$ cat src/rtl/clsf_pkg.sv
// Package for the capped line step follower: shared constants, register
// indexes and the command and status structs between controller and datapath.
// No dependencies.
package clsf_pkg;

  // Upper bound on the number of one-pixel steps taken in one tick.
  localparam int MAX_STEPS = 64;
  // Step counter width; it must hold MAX_STEPS itself.
  localparam int STEP_W    = $clog2(MAX_STEPS + 1);
  // Width of step number times minor distance.
  localparam int PROD_W    = STEP_W + 16;
  // Shift counter of the remainder unit, which runs STEP_W iterations.
  localparam int DIV_CNT_W = (STEP_W > 1) ? $clog2(STEP_W) : 1;

  localparam logic [15:0] NEUTRAL_ID    = 16'h0026;
  localparam logic [15:0] FIRST_ICON_ID = 16'h0029;
  localparam logic [15:0] OFFSET_X      = 16'h0022;
  localparam logic [15:0] OFFSET_Y      = 16'h0007;
  localparam logic [15:0] NONE_TRACKED  = 16'hFFFF;

  localparam int CFG_IDX_W = 1;
  localparam logic [CFG_IDX_W-1:0] REG_ICONS_PRESENT = 1'b0;
  localparam logic [CFG_IDX_W-1:0] REG_ICON_COUNT    = 1'b1;

  typedef struct packed {
    logic                 load;
    logic                 eval;
    logic                 delta;
    logic                 mult;
    logic                 div;
    logic [DIV_CNT_W-1:0] div_sh;
    logic                 step;
    logic                 out_load;
  } clsf_cmd_t;

  typedef struct packed {
    logic need_walk;
    logic walk_done;
  } clsf_stat_t;

endpackage

$ cat src/rtl/capped_line_step_follower.sv
// Top level of the capped line step follower: joins the controller and the
// datapath and presents the input, result and configuration channels.
// Depends on clsf_pkg, clsf_ctrl and clsf_datapath.
//
//   channel  direction  handshake              payload
//   in       input      in_valid / in_stall    held_item, cursor_x, cursor_y, elapsed_ms
//   out      output     out_valid / out_stall  draw_icon, icon_index, icon_x, icon_y
//   cfg      input      cfg_valid / cfg_ready  cfg_index, cfg_data
//
// A tick walks at most MAX_STEPS steps, or none when no walk starts. Each
// step passes through a delta state, a multiply state, STEP_W iterations of
// the shift-subtract remainder unit and an update state.
// Reset is synchronous and active low; it clears the follower to the origin,
// marks no item as tracked and clears both configuration registers.
// The result sits in an output register, so a new input beat is taken while
// the previous result still waits on out_stall; the block only holds back in
// its final cycle if that register is still occupied.
module capped_line_step_follower (
  input  logic                            clk,
  input  logic                            rst_n,
  input  logic                            in_valid,
  output logic                            in_stall,
  input  logic [15:0]                     in_held_item,
  input  logic signed [15:0]              in_cursor_x,
  input  logic signed [15:0]              in_cursor_y,
  input  logic [15:0]                     in_elapsed_ms,
  output logic                            out_valid,
  input  logic                            out_stall,
  output logic                            out_draw_icon,
  output logic [15:0]                     out_icon_index,
  output logic signed [15:0]              out_icon_x,
  output logic signed [15:0]              out_icon_y,
  input  logic                            cfg_valid,
  output logic                            cfg_ready,
  input  logic [clsf_pkg::CFG_IDX_W-1:0]  cfg_index,
  input  logic [15:0]                     cfg_data
);

  clsf_pkg::clsf_cmd_t  cmd;
  clsf_pkg::clsf_stat_t stat;

  // Configuration registers are plain flops, so a write is always taken.
  assign cfg_ready = 1'b1;

  // The controller owns the handshakes and walks the step loop.
  clsf_ctrl u_ctrl (
    .clk       (clk),
    .rst_n     (rst_n),
    .in_valid  (in_valid),
    .in_stall  (in_stall),
    .out_valid (out_valid),
    .out_stall (out_stall),
    .stat      (stat),
    .cmd       (cmd)
  );

  // The datapath holds the follower state and computes each step.
  clsf_datapath u_datapath (
    .clk            (clk),
    .rst_n          (rst_n),
    .cmd            (cmd),
    .stat           (stat),
    .cfg_valid      (cfg_valid),
    .cfg_index      (cfg_index),
    .cfg_data       (cfg_data),
    .in_held_item   (in_held_item),
    .in_cursor_x    (in_cursor_x),
    .in_cursor_y    (in_cursor_y),
    .in_elapsed_ms  (in_elapsed_ms),
    .out_draw_icon  (out_draw_icon),
    .out_icon_index (out_icon_index),
    .out_icon_x     (out_icon_x),
    .out_icon_y     (out_icon_y)
  );

endmodule

$ cat src/rtl/clsf_datapath.sv
// Datapath of the capped line step follower: configuration registers,
// follower state, step deltas, the shift-subtract remainder unit and the
// result registers. Depends on clsf_pkg.
module clsf_datapath (
  input  logic                             clk,
  input  logic                             rst_n,
  input  clsf_pkg::clsf_cmd_t              cmd,
  output clsf_pkg::clsf_stat_t             stat,
  input  logic                             cfg_valid,
  input  logic [clsf_pkg::CFG_IDX_W-1:0]   cfg_index,
  input  logic [15:0]                      cfg_data,
  input  logic [15:0]                      in_held_item,
  input  logic signed [15:0]               in_cursor_x,
  input  logic signed [15:0]               in_cursor_y,
  input  logic [15:0]                      in_elapsed_ms,
  output logic                             out_draw_icon,
  output logic [15:0]                      out_icon_index,
  output logic signed [15:0]               out_icon_x,
  output logic signed [15:0]               out_icon_y
);

  logic                              icons_present_r;
  logic [15:0]                       icon_count_r;
  logic [15:0]                       item_r;
  logic [15:0]                       tx_r;
  logic [15:0]                       ty_r;
  logic [clsf_pkg::STEP_W-1:0]       steps_r;
  logic [clsf_pkg::STEP_W-1:0]       i_r;
  logic [15:0]                       col_r;
  logic [15:0]                       row_r;
  logic [15:0]                       col_nxt;
  logic [15:0]                       row_nxt;
  logic [15:0]                       tracked_r;
  logic [15:0]                       r_r;
  logic [15:0]                       d_r;
  logic                              x_major_r;
  logic                              maj_neg_r;
  logic                              min_neg_r;
  logic [clsf_pkg::PROD_W-1:0]       rem_r;
  logic                              draw_r;
  logic [15:0]                       idx_r;
  logic [15:0]                       out_x_r;
  logic [15:0]                       out_y_r;

  logic                              active;
  logic [15:0]                       idx;
  logic                              in_range;
  logic                              on_target;
  logic [16:0]                       dx;
  logic [16:0]                       dy;
  logic [15:0]                       ax;
  logic [15:0]                       ay;
  logic [clsf_pkg::PROD_W-1:0]       dsh;
  logic [16:0]                       rem_sum;
  logic                              minor_move;
  logic [15:0]                       maj_inc;
  logic [15:0]                       min_inc;

  // Tick classification from the captured item.
  assign active    = (item_r != clsf_pkg::NEUTRAL_ID) && icons_present_r;
  assign idx       = item_r - clsf_pkg::FIRST_ICON_ID;
  assign in_range  = idx < icon_count_r;
  assign on_target = (col_r == tx_r) && (row_r == ty_r);

  assign stat.need_walk = active && in_range && (item_r == tracked_r) && !on_target &&
                          (steps_r != '0);
  assign stat.walk_done = (i_r == steps_r) || on_target;

  // Signed distances to the target at full precision.
  assign dx = {tx_r[15], tx_r} - {col_r[15], col_r};
  assign dy = {ty_r[15], ty_r} - {row_r[15], row_r};
  assign ax = dx[16] ? 16'(-dx) : dx[15:0];
  assign ay = dy[16] ? 16'(-dy) : dy[15:0];

  // Shifted divisor for one restoring iteration.
  assign dsh = clsf_pkg::PROD_W'(d_r) << cmd.div_sh;

  // The minor axis moves when the next remainder is larger, which with
  // r <= d means r != 0, r < d and rem + r < d.
  assign rem_sum    = {1'b0, rem_r[15:0]} + {1'b0, r_r};
  assign minor_move = (r_r != '0) && (r_r < d_r) && (rem_sum < {1'b0, d_r});
  assign maj_inc    = maj_neg_r ? 16'hFFFF : 16'h0001;
  assign min_inc    = minor_move ? (min_neg_r ? 16'hFFFF : 16'h0001) : 16'h0000;

  always_comb begin
    col_nxt = col_r;
    row_nxt = row_r;
    if (cmd.eval) begin
      if (active && in_range && (item_r != tracked_r)) begin
        col_nxt = tx_r;
        row_nxt = ty_r;
      end
    end else if (cmd.step) begin
      col_nxt = col_r + (x_major_r ? maj_inc : min_inc);
      row_nxt = row_r + (x_major_r ? min_inc : maj_inc);
    end
  end

  always_ff @(posedge clk) begin
    if (!rst_n) begin
      icons_present_r <= 1'b0;
      icon_count_r    <= '0;
      col_r           <= '0;
      row_r           <= '0;
      tracked_r       <= clsf_pkg::NONE_TRACKED;
    end else begin
      if (cfg_valid && (cfg_index == clsf_pkg::REG_ICONS_PRESENT)) begin
        icons_present_r <= cfg_data[0];
      end
      if (cfg_valid && (cfg_index == clsf_pkg::REG_ICON_COUNT)) begin
        icon_count_r <= cfg_data;
      end
      col_r <= col_nxt;
      row_r <= row_nxt;
      if (cmd.eval) begin
        if (!active) begin
          tracked_r <= clsf_pkg::NONE_TRACKED;
        end else if (in_range) begin
          tracked_r <= item_r;
        end
      end
    end
  end

  always_ff @(posedge clk) begin
    if (cmd.load) begin
      item_r  <= in_held_item;
      tx_r    <= 16'(in_cursor_x - clsf_pkg::OFFSET_X);
      ty_r    <= 16'(in_cursor_y - clsf_pkg::OFFSET_Y);
      steps_r <= (in_elapsed_ms > 16'(clsf_pkg::MAX_STEPS)) ?
                 clsf_pkg::STEP_W'(clsf_pkg::MAX_STEPS) :
                 in_elapsed_ms[clsf_pkg::STEP_W-1:0];
    end
    if (cmd.eval) begin
      i_r <= '0;
    end
    if (cmd.delta) begin
      x_major_r <= ax >= ay;
      r_r       <= (ax >= ay) ? ay : ax;
      d_r       <= (ax >= ay) ? ax : ay;
      maj_neg_r <= (ax >= ay) ? dx[16] : dy[16];
      min_neg_r <= (ax >= ay) ? dy[16] : dx[16];
    end
    if (cmd.mult) begin
      rem_r <= clsf_pkg::PROD_W'(i_r) * clsf_pkg::PROD_W'(r_r);
    end else if (cmd.div) begin
      if (rem_r >= dsh) begin
        rem_r <= rem_r - dsh;
      end
    end
    if (cmd.step) begin
      i_r <= i_r + 1'b1;
    end
    // The whole result beat is loaded together, so it stays put while stalled.
    if (cmd.out_load) begin
      draw_r  <= active && in_range;
      idx_r   <= (active && in_range) ? idx : 16'h0000;
      out_x_r <= col_r;
      out_y_r <= row_r;
    end
  end

  assign out_draw_icon  = draw_r;
  assign out_icon_index = idx_r;
  assign out_icon_x     = out_x_r;
  assign out_icon_y     = out_y_r;

  // The remainder unit must leave a value below the major distance.
  a_rem_below_major: assert property (@(posedge clk) disable iff (!rst_n)
    cmd.step |-> (rem_r < clsf_pkg::PROD_W'(d_r)))
    else $error("remainder not reduced below major distance");

  // A step is only taken while the step budget of the tick lasts.
  a_step_in_budget: assert property (@(posedge clk) disable iff (!rst_n)
    cmd.step |-> (i_r < steps_r))
    else $error("step taken beyond the step budget");

  // Each step moves the major axis by one pixel, so the position changes.
  a_step_moves: assert property (@(posedge clk) disable iff (!rst_n)
    cmd.step |=> ((col_r != $past(col_r)) || (row_r != $past(row_r))))
    else $error("step left the follower in place");

endmodule

$ cat src/rtl/clsf_ctrl.sv
// Controller of the capped line step follower: sequences accept, evaluation,
// the per-step delta / multiply / remainder / update loop and result hand-off.
// Depends on clsf_pkg.
module clsf_ctrl (
  input  logic                  clk,
  input  logic                  rst_n,
  input  logic                  in_valid,
  output logic                  in_stall,
  output logic                  out_valid,
  input  logic                  out_stall,
  input  clsf_pkg::clsf_stat_t  stat,
  output clsf_pkg::clsf_cmd_t   cmd
);

  localparam logic [2:0] S_IDLE  = 3'd0;
  localparam logic [2:0] S_EVAL  = 3'd1;
  localparam logic [2:0] S_DELTA = 3'd2;
  localparam logic [2:0] S_MULT  = 3'd3;
  localparam logic [2:0] S_DIV   = 3'd4;
  localparam logic [2:0] S_STEP  = 3'd5;
  localparam logic [2:0] S_DONE  = 3'd6;

  logic [2:0]                     state_r;
  logic [2:0]                     state_nxt;
  logic [clsf_pkg::DIV_CNT_W-1:0] div_cnt_r;
  logic [clsf_pkg::DIV_CNT_W-1:0] div_cnt_nxt;
  logic                           out_valid_r;
  logic                           out_valid_nxt;

  assign in_stall  = (state_r != S_IDLE);
  assign out_valid = out_valid_r;

  always_comb begin
    state_nxt     = state_r;
    div_cnt_nxt   = div_cnt_r;
    out_valid_nxt = out_valid_r;
    cmd           = '0;
    cmd.div_sh    = div_cnt_r;
    if (out_valid_r && !out_stall) begin
      out_valid_nxt = 1'b0;
    end
    case (state_r)
      S_IDLE: begin
        if (in_valid) begin
          cmd.load  = 1'b1;
          state_nxt = S_EVAL;
        end
      end
      S_EVAL: begin
        cmd.eval  = 1'b1;
        state_nxt = stat.need_walk ? S_DELTA : S_DONE;
      end
      S_DELTA: begin
        if (stat.walk_done) begin
          state_nxt = S_DONE;
        end else begin
          cmd.delta = 1'b1;
          state_nxt = S_MULT;
        end
      end
      S_MULT: begin
        cmd.mult    = 1'b1;
        div_cnt_nxt = clsf_pkg::DIV_CNT_W'(clsf_pkg::STEP_W - 1);
        state_nxt   = S_DIV;
      end
      S_DIV: begin
        cmd.div = 1'b1;
        if (div_cnt_r == '0) begin
          state_nxt = S_STEP;
        end else begin
          div_cnt_nxt = div_cnt_r - 1'b1;
        end
      end
      S_STEP: begin
        cmd.step  = 1'b1;
        state_nxt = S_DELTA;
      end
      S_DONE: begin
        if (!out_valid_r || !out_stall) begin
          cmd.out_load  = 1'b1;
          out_valid_nxt = 1'b1;
          state_nxt     = S_IDLE;
        end
      end
      default: begin
        state_nxt = S_IDLE;
      end
    endcase
  end

  always_ff @(posedge clk) begin
    if (!rst_n) begin
      state_r     <= S_IDLE;
      div_cnt_r   <= '0;
      out_valid_r <= 1'b0;
    end else begin
      state_r     <= state_nxt;
      div_cnt_r   <= div_cnt_nxt;
      out_valid_r <= out_valid_nxt;
    end
  end

  // Once a beat is taken the block is busy with it on the next cycle.
  a_busy_after_accept: assert property (@(posedge clk) disable iff (!rst_n)
    (in_valid && !in_stall) |=> in_stall)
    else $error("input taken again while the previous tick is in work");

endmodule
$ cat config.mk
export PLATFORM = sky130hd
export DESIGN_NAME = capped_line_step_follower
export DESIGN_NICKNAME = d
export VERILOG_FILES = /design/src/rtl/clsf_pkg.sv /design/src/rtl/capped_line_step_follower.sv /design/src/rtl/clsf_datapath.sv /design/src/rtl/clsf_ctrl.sv
export SDC_FILE = /design/constraint.sdc
export NUM_CORES = 1
export LEC_CHECK = 0
export BUFFER_PORTS_ARGS = -buffer_cell sky130_fd_sc_hd__buf_2
export CORE_MARGIN = 2
export CORE_UTILIZATION = 60
export DETAILED_ROUTE_END_ITERATION = 7
export GPL_ROUTABILITY_DRIVEN = 1
export PLACE_DENSITY_LB_ADDON = 0.2
export SLEW_MARGIN = 20
export SYNTH_ARGS = -nofsm -noshare
export SYNTH_HDL_FRONTEND = slang
export SYNTH_SLANG_ARGS = --single-unit
$ cat constraint.sdc
create_clock -name clk -period 8.9 [get_ports clk]
set_input_delay 0.89 -clock clk [delete_from_list [all_inputs] [get_ports clk]]
set_output_delay 0.89 -clock clk [all_outputs]
set_load 0.005 [all_outputs]
==> flow_summary.toml, run 1 <==
[timing]
rsz0062_at_grt = "false"
clock_skew_ns = 0.04622
tightest_slew_ns = 1.085
final-setup-viol-count = 0
setup_tns_ns = 0
relSlewSlack = 0.2741
slew_viol_final = 0
fin_crit_ns = 6.973
fmax_ghz = 0.1434
min_period_over_period = 0.7835
finalHoldViolCount = 0

[clock_network]
clk_pin_slew_worst_paths_ns = 0.07
cts_resized = 0
cts_buffers = 28
cts_tree = "done"
cts_setup_buffers = 0
clkSinkCount = 241
hold_buffers = 0
clock_latency_ns = 0.60
cts-root-buf = "clkbuf_16"
htree_levels = 1
clockBufferDepth = 3

[global_routing]
overflow = 0
grt_max_degree = 63
antenna_found_initial = 0
track_usage = 0.2875
grt.met3_usage = 0.03533
grt_pass1_vias = 16790
busiest_layer = "met2"
grt_use_met2 = 0.4878
grt_pass1_wl_um = 83840
use_met1 = 0.3785

[critical_path]
r2r_cells = 28
r2r_end = "u_datapath.col_r[15]"
cp_max_fo = 15
cp_slowest_cell = "edfxtp_1"
max_stage_delay_ns = 0.52
start_kind = "flip-flop"
critPathCaptureType = "flip-flop"
path_common_cell = "ha_1"
r2r_setup_slack_ns = 1.93
criticalPathCategory = "reg -> reg"
arrival_ns = 7.49
critPathTopFamily = "compound AO/OA/AOI/OAI gates"
r2r_start = "u_datapath.r_r[0]"
worst-path-buf-inv = 2
cp.required_ns = 9.42

[power]
p_per_area_nw_per_um2 = 275.0
vdd_drop_max_uv = 321.4
power.leakage_nw = 9.737

[die]
start_util = 0.6054
die_x_um = 190.2
dieArea_um2 = 36190
ioPinCount = 138
die_h_um = 190.2
core_um2 = 34370
rows = 68

[worst_hold_path]
min-delay-path-class = "in -> reg"
min_from = "in_cursor_x[0]"
hold_depth = 1
holdPathEnd = "u_datapath.tx_r[0]"

[run_status]
status = "completed"

[synthesis]
synthFlopType = "edfxtp_1"
ys_ff_latch = 241
synthTopCellsByArea = "edfxtp_1 (24%), ha_1 (13%), fa_1 (7.2%)"
synthesis.instances = 2268
synth.distinct_cells = 81
syn_nets = 2641
syn_area_um2 = 20810
synth_top_area_frac = 0.2439
ys_seq_area_frac = 0.3131
syn_avg_cell_area_um2 = 9.175
synth_edf_count = 169
ys_warn_count = 0
ys_async_sr_fraction = 0
synth_top_area_cell = "edfxtp_1"

[drt]
routed-via-count = 17000
drc = 0
wirelength_um = 52130
wl_per_cell_um = 18.36
dr.pass1.iters = 6
via_per_inst = 5.987
ant_nets = 0
drtIter0Drc = 1287

[placed_design]
place_area_um2 = 21860
port_buffers = 136
post-dp-hpwl_um = 40330
gp_congestion = 0.9117

[finish]
insertedDiodeCount = 0
syn_to_final_growth_pct = 9.848
design_area_um2 = 22860
final_util = 0.6650
drive_above_1_share = 0.1031
final_net_count = 2736

[run]
cap_viol_max_count = 0
[logic make-up (layout without fill, tap and decap cells)]
kind of cell / Yosys count / after routing / share of synthesized area
buf+inv: 293 / 410 / 0.05375
fa+ha+maj: 287 / 287 / 0.1996
other cells: 1 / 1 / 0.0001802
mux: 69 / 69 / 0.03746
flops: 241 / 241 / 0.3131
xor+xnor: 189 / 189 / 0.07955
compound gates: 498 / 498 / 0.1612
simple gates: 690 / 690 / 0.1551
[worst max path at each step]
| stage | from | endpoint | slack, ns | cells past startpoint |
|---|---|---|---|---|
| detailed placement | u_datapath.r_r[0] | u_datapath.col_r[14] | 1.99 | 28 |
| global route | u_datapath.r_r[0] | u_datapath.col_r[15] | 1.40 | 28 |
| floorplan | u_datapath.r_r[1] | u_datapath.row_r[14] | 2.07 | 28 |
| finish | u_datapath.r_r[0] | u_datapath.col_r[15] | 1.93 | 28 |
| global placement | u_datapath.r_r[0] | u_datapath.col_r[14] | 2.17 | 28 |
| CTS | u_datapath.r_r[0] | u_datapath.col_r[15] | 1.98 | 28 |
[worst register-to-register path, delay by kind of cell (launching register included)]
family,cells,cell delay [ns]
AOI/OAI and AO/OA,15,3.82
xor gates and xnor gates,1,0.14
adders and majority gates,4,1.02
buffers and inverters,2,0.47
DFF,1,0.52
muxes,1,0.26
and+or+nand+nor,5,0.70
[state kept, by name, summed over array words and instances, names as in the netlist, 3 cells and up]
| name | flops |
|---|---|
| u_datapath.rem_r | 23 |
| u_datapath.ty_r | 16 |
| u_datapath.d_r | 16 |
| u_datapath.tracked_r | 16 |
| u_datapath.r_r | 16 |
| u_datapath.out_icon_y | 16 |
| u_datapath.out_icon_x | 16 |
| u_datapath.tx_r | 16 |
| u_datapath.icon_count_r | 16 |
| u_datapath.steps_r | 7 |
| u_datapath.col_r | 16 |
| u_datapath.out_icon_index | 16 |
| u_ctrl.div_cnt_r | 3 |
| u_datapath.i_r | 7 |
| u_ctrl.state_r | 3 |
| u_datapath.item_r | 16 |
| u_datapath.row_r | 16 |
[final cells by class]
type / count / area (um^2)
sequential: 241 / 6516
multi-input combinational: 1734 / 13210
clock inverter: 17 / 235.2
timing repair buffer: 152 / 800.8
fill: 2811 / 11510
tap: 455 / 569.3
clock buffer: 35 / 757.0
inverter: 206 / 773.2
[metrics by stage]
step	hold WS, ns	power (mW)	setup WS (ns)	cells
after floorplan	0.4249	4.221	2.074	2268
after global placement	0.4575	4.891	2.166	2788
after detailed placement	0.4631	5.019	1.991	2788
after CTS	0.4492	6.268	1.985	2840
after global routing	0.4560	6.759	1.401	2840
final	0.4694	6.285	1.927	2840
[layout by cell type, fill, tap and decap left out, drive strengths merged, types with 15 or more instances in the layout]
cell type  Yosys  routed
nor2b         26      26
nand2b        24      24
a211oi        15      15
nor2         139     139
and2          43      43
fa            75      75
nand3         43      43
a21o          45      45
inv          203     205
xor2          67      67
o21bai        17      17
buf           16     152
o21ai         91      91
mux2i         61      61
o22ai         17      17
or3           21      21
nor4          19      19
ha           212     212
dfxtp         72      72
a21boi        24      24
edfxtp       169     169
a31oi         21      21
xnor2        122     122
a21oi        129     129
nor3          37      37
o21a          28      28
clkbuf        71      35
o211ai        22      22
nand2        273     273
and3          20      20
nand4         22      22
[power breakdown]
part / internal (mW) / switching, mW / total, mW
Clock: 0.727 / 0.495 / 1.22
Sequential: 1.40 / 0.150 / 1.55
Combinational: 1.49 / 2.02 / 3.51
Total: 3.62 / 2.67 / 6.29
[layer usage]
layer	routed length, um	vias to the layer above
met1	22390	8096
li1	-	8201
met4	1999	0
met5	0	-
met2	24730	588
met3	3009	119
[cell usage after synthesis, types with 26 or more instances]
master and count:
nor2_1 139, edfxtp_1 169, inv_1 201, nor3_1 37
xnor2_1 122, nor2b_1 26, xor2_1 67, mux2i_1 61
a21oi_1 127, o21ai_0 90, a21o_1 45, nand3_1 43
clkbuf_1 70, fa_1 75, ha_1 212, dfxtp_1 72
o21a_1 28, and2_1 42, nand2_1 273
(Power assumes the default switching activity.)
==> inputs of run 2 (changes only) <==
--- a/config.mk
+++ b/config.mk
@@ -7,7 +7,7 @@
 export LEC_CHECK = 0
 export BUFFER_PORTS_ARGS = -buffer_cell sky130_fd_sc_hd__buf_2
 export CORE_MARGIN = 2
-export CORE_UTILIZATION = 60
+export CORE_UTILIZATION = 57
 export DETAILED_ROUTE_END_ITERATION = 7
 export GPL_ROUTABILITY_DRIVEN = 1
 export PLACE_DENSITY_LB_ADDON = 0.2
==> constraint.sdc (replaced) <==
create_clock -name clk -period 6.3 [get_ports clk]
set_input_delay 0.63 -clock clk [delete_from_list [all_inputs] [get_ports clk]]
set_output_delay 0.63 -clock clk [all_outputs]
set_load 0.005 [all_outputs]
==> flow_summary.toml, run 2 (synthesis gave the netlist of run 1 again) <==
[timing]
slew_viol_final = 0
tightest_slew_ns = 1.050
fin_crit_ns = 6.113
final-setup-viol-count = 0
fmax_ghz = 0.1636
rsz0062_at_grt = "true"
min_period_over_period = 0.9702
relSlewSlack = 0.2986
finalHoldViolCount = 0
clock_skew_ns = 0.01355

[clock_network]
htree_levels = 1
clockBufferDepth = 3
clock_latency_ns = 0.56
cts-root-buf = "clkbuf_16"
clkSinkCount = 241
cts_buffers = 27
cts_tree = "done"
clk_pin_slew_worst_paths_ns = 0.06

[global_routing]
overflow = 0
antenna_found_initial = 0
grt_max_degree = 63
track_usage = 0.2734
grt_pass1_wl_um = 85100
grt_pass1_vias = 17020

[critical_path]
r2r_end = "u_datapath.col_r[15]"
critical_path.endpoint = "u_datapath.col_r[15]"
cp_max_fo = 6
critPathCaptureType = "flip-flop"
r2r_start = "u_datapath.r_r[0]"
r2r_setup_slack_ns = 0.19
arrival_ns = 6.59
cp.required_ns = 6.78
start_kind = "flip-flop"
max_stage_delay_ns = 0.39
criticalPathCategory = "reg -> reg"
r2r_cells = 28
cp_slowest_cell = "a311o_1"
startpoint = "u_datapath.r_r[0]"

[run_status]
status = "completed"

[power]
p_per_area_nw_per_um2 = 380.5
vdd_drop_max_uv = 297.1
design_power_total_mw = 8.867
power.leakage_nw = 9.946

[drt]
wl_per_cell_um = 18.16
drtIter0Drc = 1015
dr.pass1.iters = 5
via_per_inst = 5.946
routed-via-count = 17190
wirelength_um = 52490
drc = 0
ant_nets = 0

[die]
core_um2 = 35740
start_util = 0.5822
dieArea_um2 = 38050
ioPinCount = 138
die_h_um = 195.1
die_x_um = 195.1
rows = 69

[placed_design]
dp_cells = 2823
port_buffers = 136
post-dp-hpwl_um = 40470
gp_congestion = 0.9486

[finish]
largest_reg_flops = 23
final_net_count = 2783
post_layout_nonfiller_instances = 2891
final_common_cell = "nand2_1"
final_cell_mix = "nand2_1 (273), ha_1 (205), inv_1 (199), edfxtp_1 (169), buf_2 (136)"
syn_to_final_growth_pct = 11.99
regMostFlops = "u_datapath.rem_r"
insertedDiodeCount = 0
drive_above_1_share = 0.1309

[run]
cap_viol_max_count = 0

[worst_hold_path]
min-delay-path-class = "in -> reg"
run 2: through the flow:
stage	setup slack (ns)	util	hold WS [ns]	area, um^2	setup TNS, ns
3_5_place_dp	-0.1657	0.6182	0.4361	22090	-0.3626
2_1_floorplan	0.1735	-	0.4249	20820	0
4_1_cts	0.005330	0.6465	0.2222	23110	0
3_3_place_gp	0.01233	0.6182	0.4423	22090	0
6_report	0.1875	0.6521	0.2462	23310	0
5_1_grt	-0.08521	0.6521	0.2298	23310	-0.2425
run 2: report_power, final:
group | total [mW] | switching [mW] | leakage [nW] | internal, mW
clock network | 1.60 | 0.669 | 0.437 | 0.933
registers | 2.14 | 0.168 | 2.13 | 1.97
logic | 5.12 | 2.91 | 7.38 | 2.21
run 2: timing repair:
action,CTS,global route
resized for setup,15,21
setup endpoints to repair,4,20
hold buffers,0,0
setup buffers,6,14
pin swaps,10,32
run 2: layout make-up:
| type | instances | area, um^2 |
|---|---|---|
| multi-input cells | 1734 | 13370 |
| fillers | 2943 | 12440 |
| flip-flops and latches | 241 | 6516 |
| repair buffers | 200 | 1165 |
| inverters | 206 | 773.2 |
| clock buffers | 33 | 708.2 |
| well taps | 461 | 576.8 |
| clock inverters | 16 | 192.7 |
run 2: routing by layer:
metal  share of wire  global-route usage
met5               0                   0
met4           0.032             0.08482
met3           0.048             0.02884
met2            0.49              0.4770
met1            0.43              0.3584
run 2: worst min-delay path by stage:
stage | startpoint | end | slack, ns | cells past startpoint
floorplan | u_datapath.col_r[15] | u_datapath.out_icon_x[15] | 0.42 | 0
global placement | u_datapath.col_r[15] | u_datapath.out_icon_x[15] | 0.44 | 0
detailed placement | u_datapath.col_r[15] | u_datapath.out_icon_x[15] | 0.44 | 0
CTS | in_held_item[1] | u_datapath.item_r[1] | 0.22 | 1
global route | in_held_item[6] | u_datapath.item_r[6] | 0.23 | 1
finish | in_cursor_x[0] | u_datapath.tx_r[0] | 0.25 | 1
run 2: worst max-delay path: cells and delay by family, from the launching register on:
family	cells	cell delay (ns)
AOI/OAI and AO/OA	15	3.24
adders and majority gates	4	1.09
and+or+nand+nor	5	0.77
DFF	1	0.36
muxes	1	0.26
buffers and inverters	2	0.16
xor gates and xnor gates	1	0.13
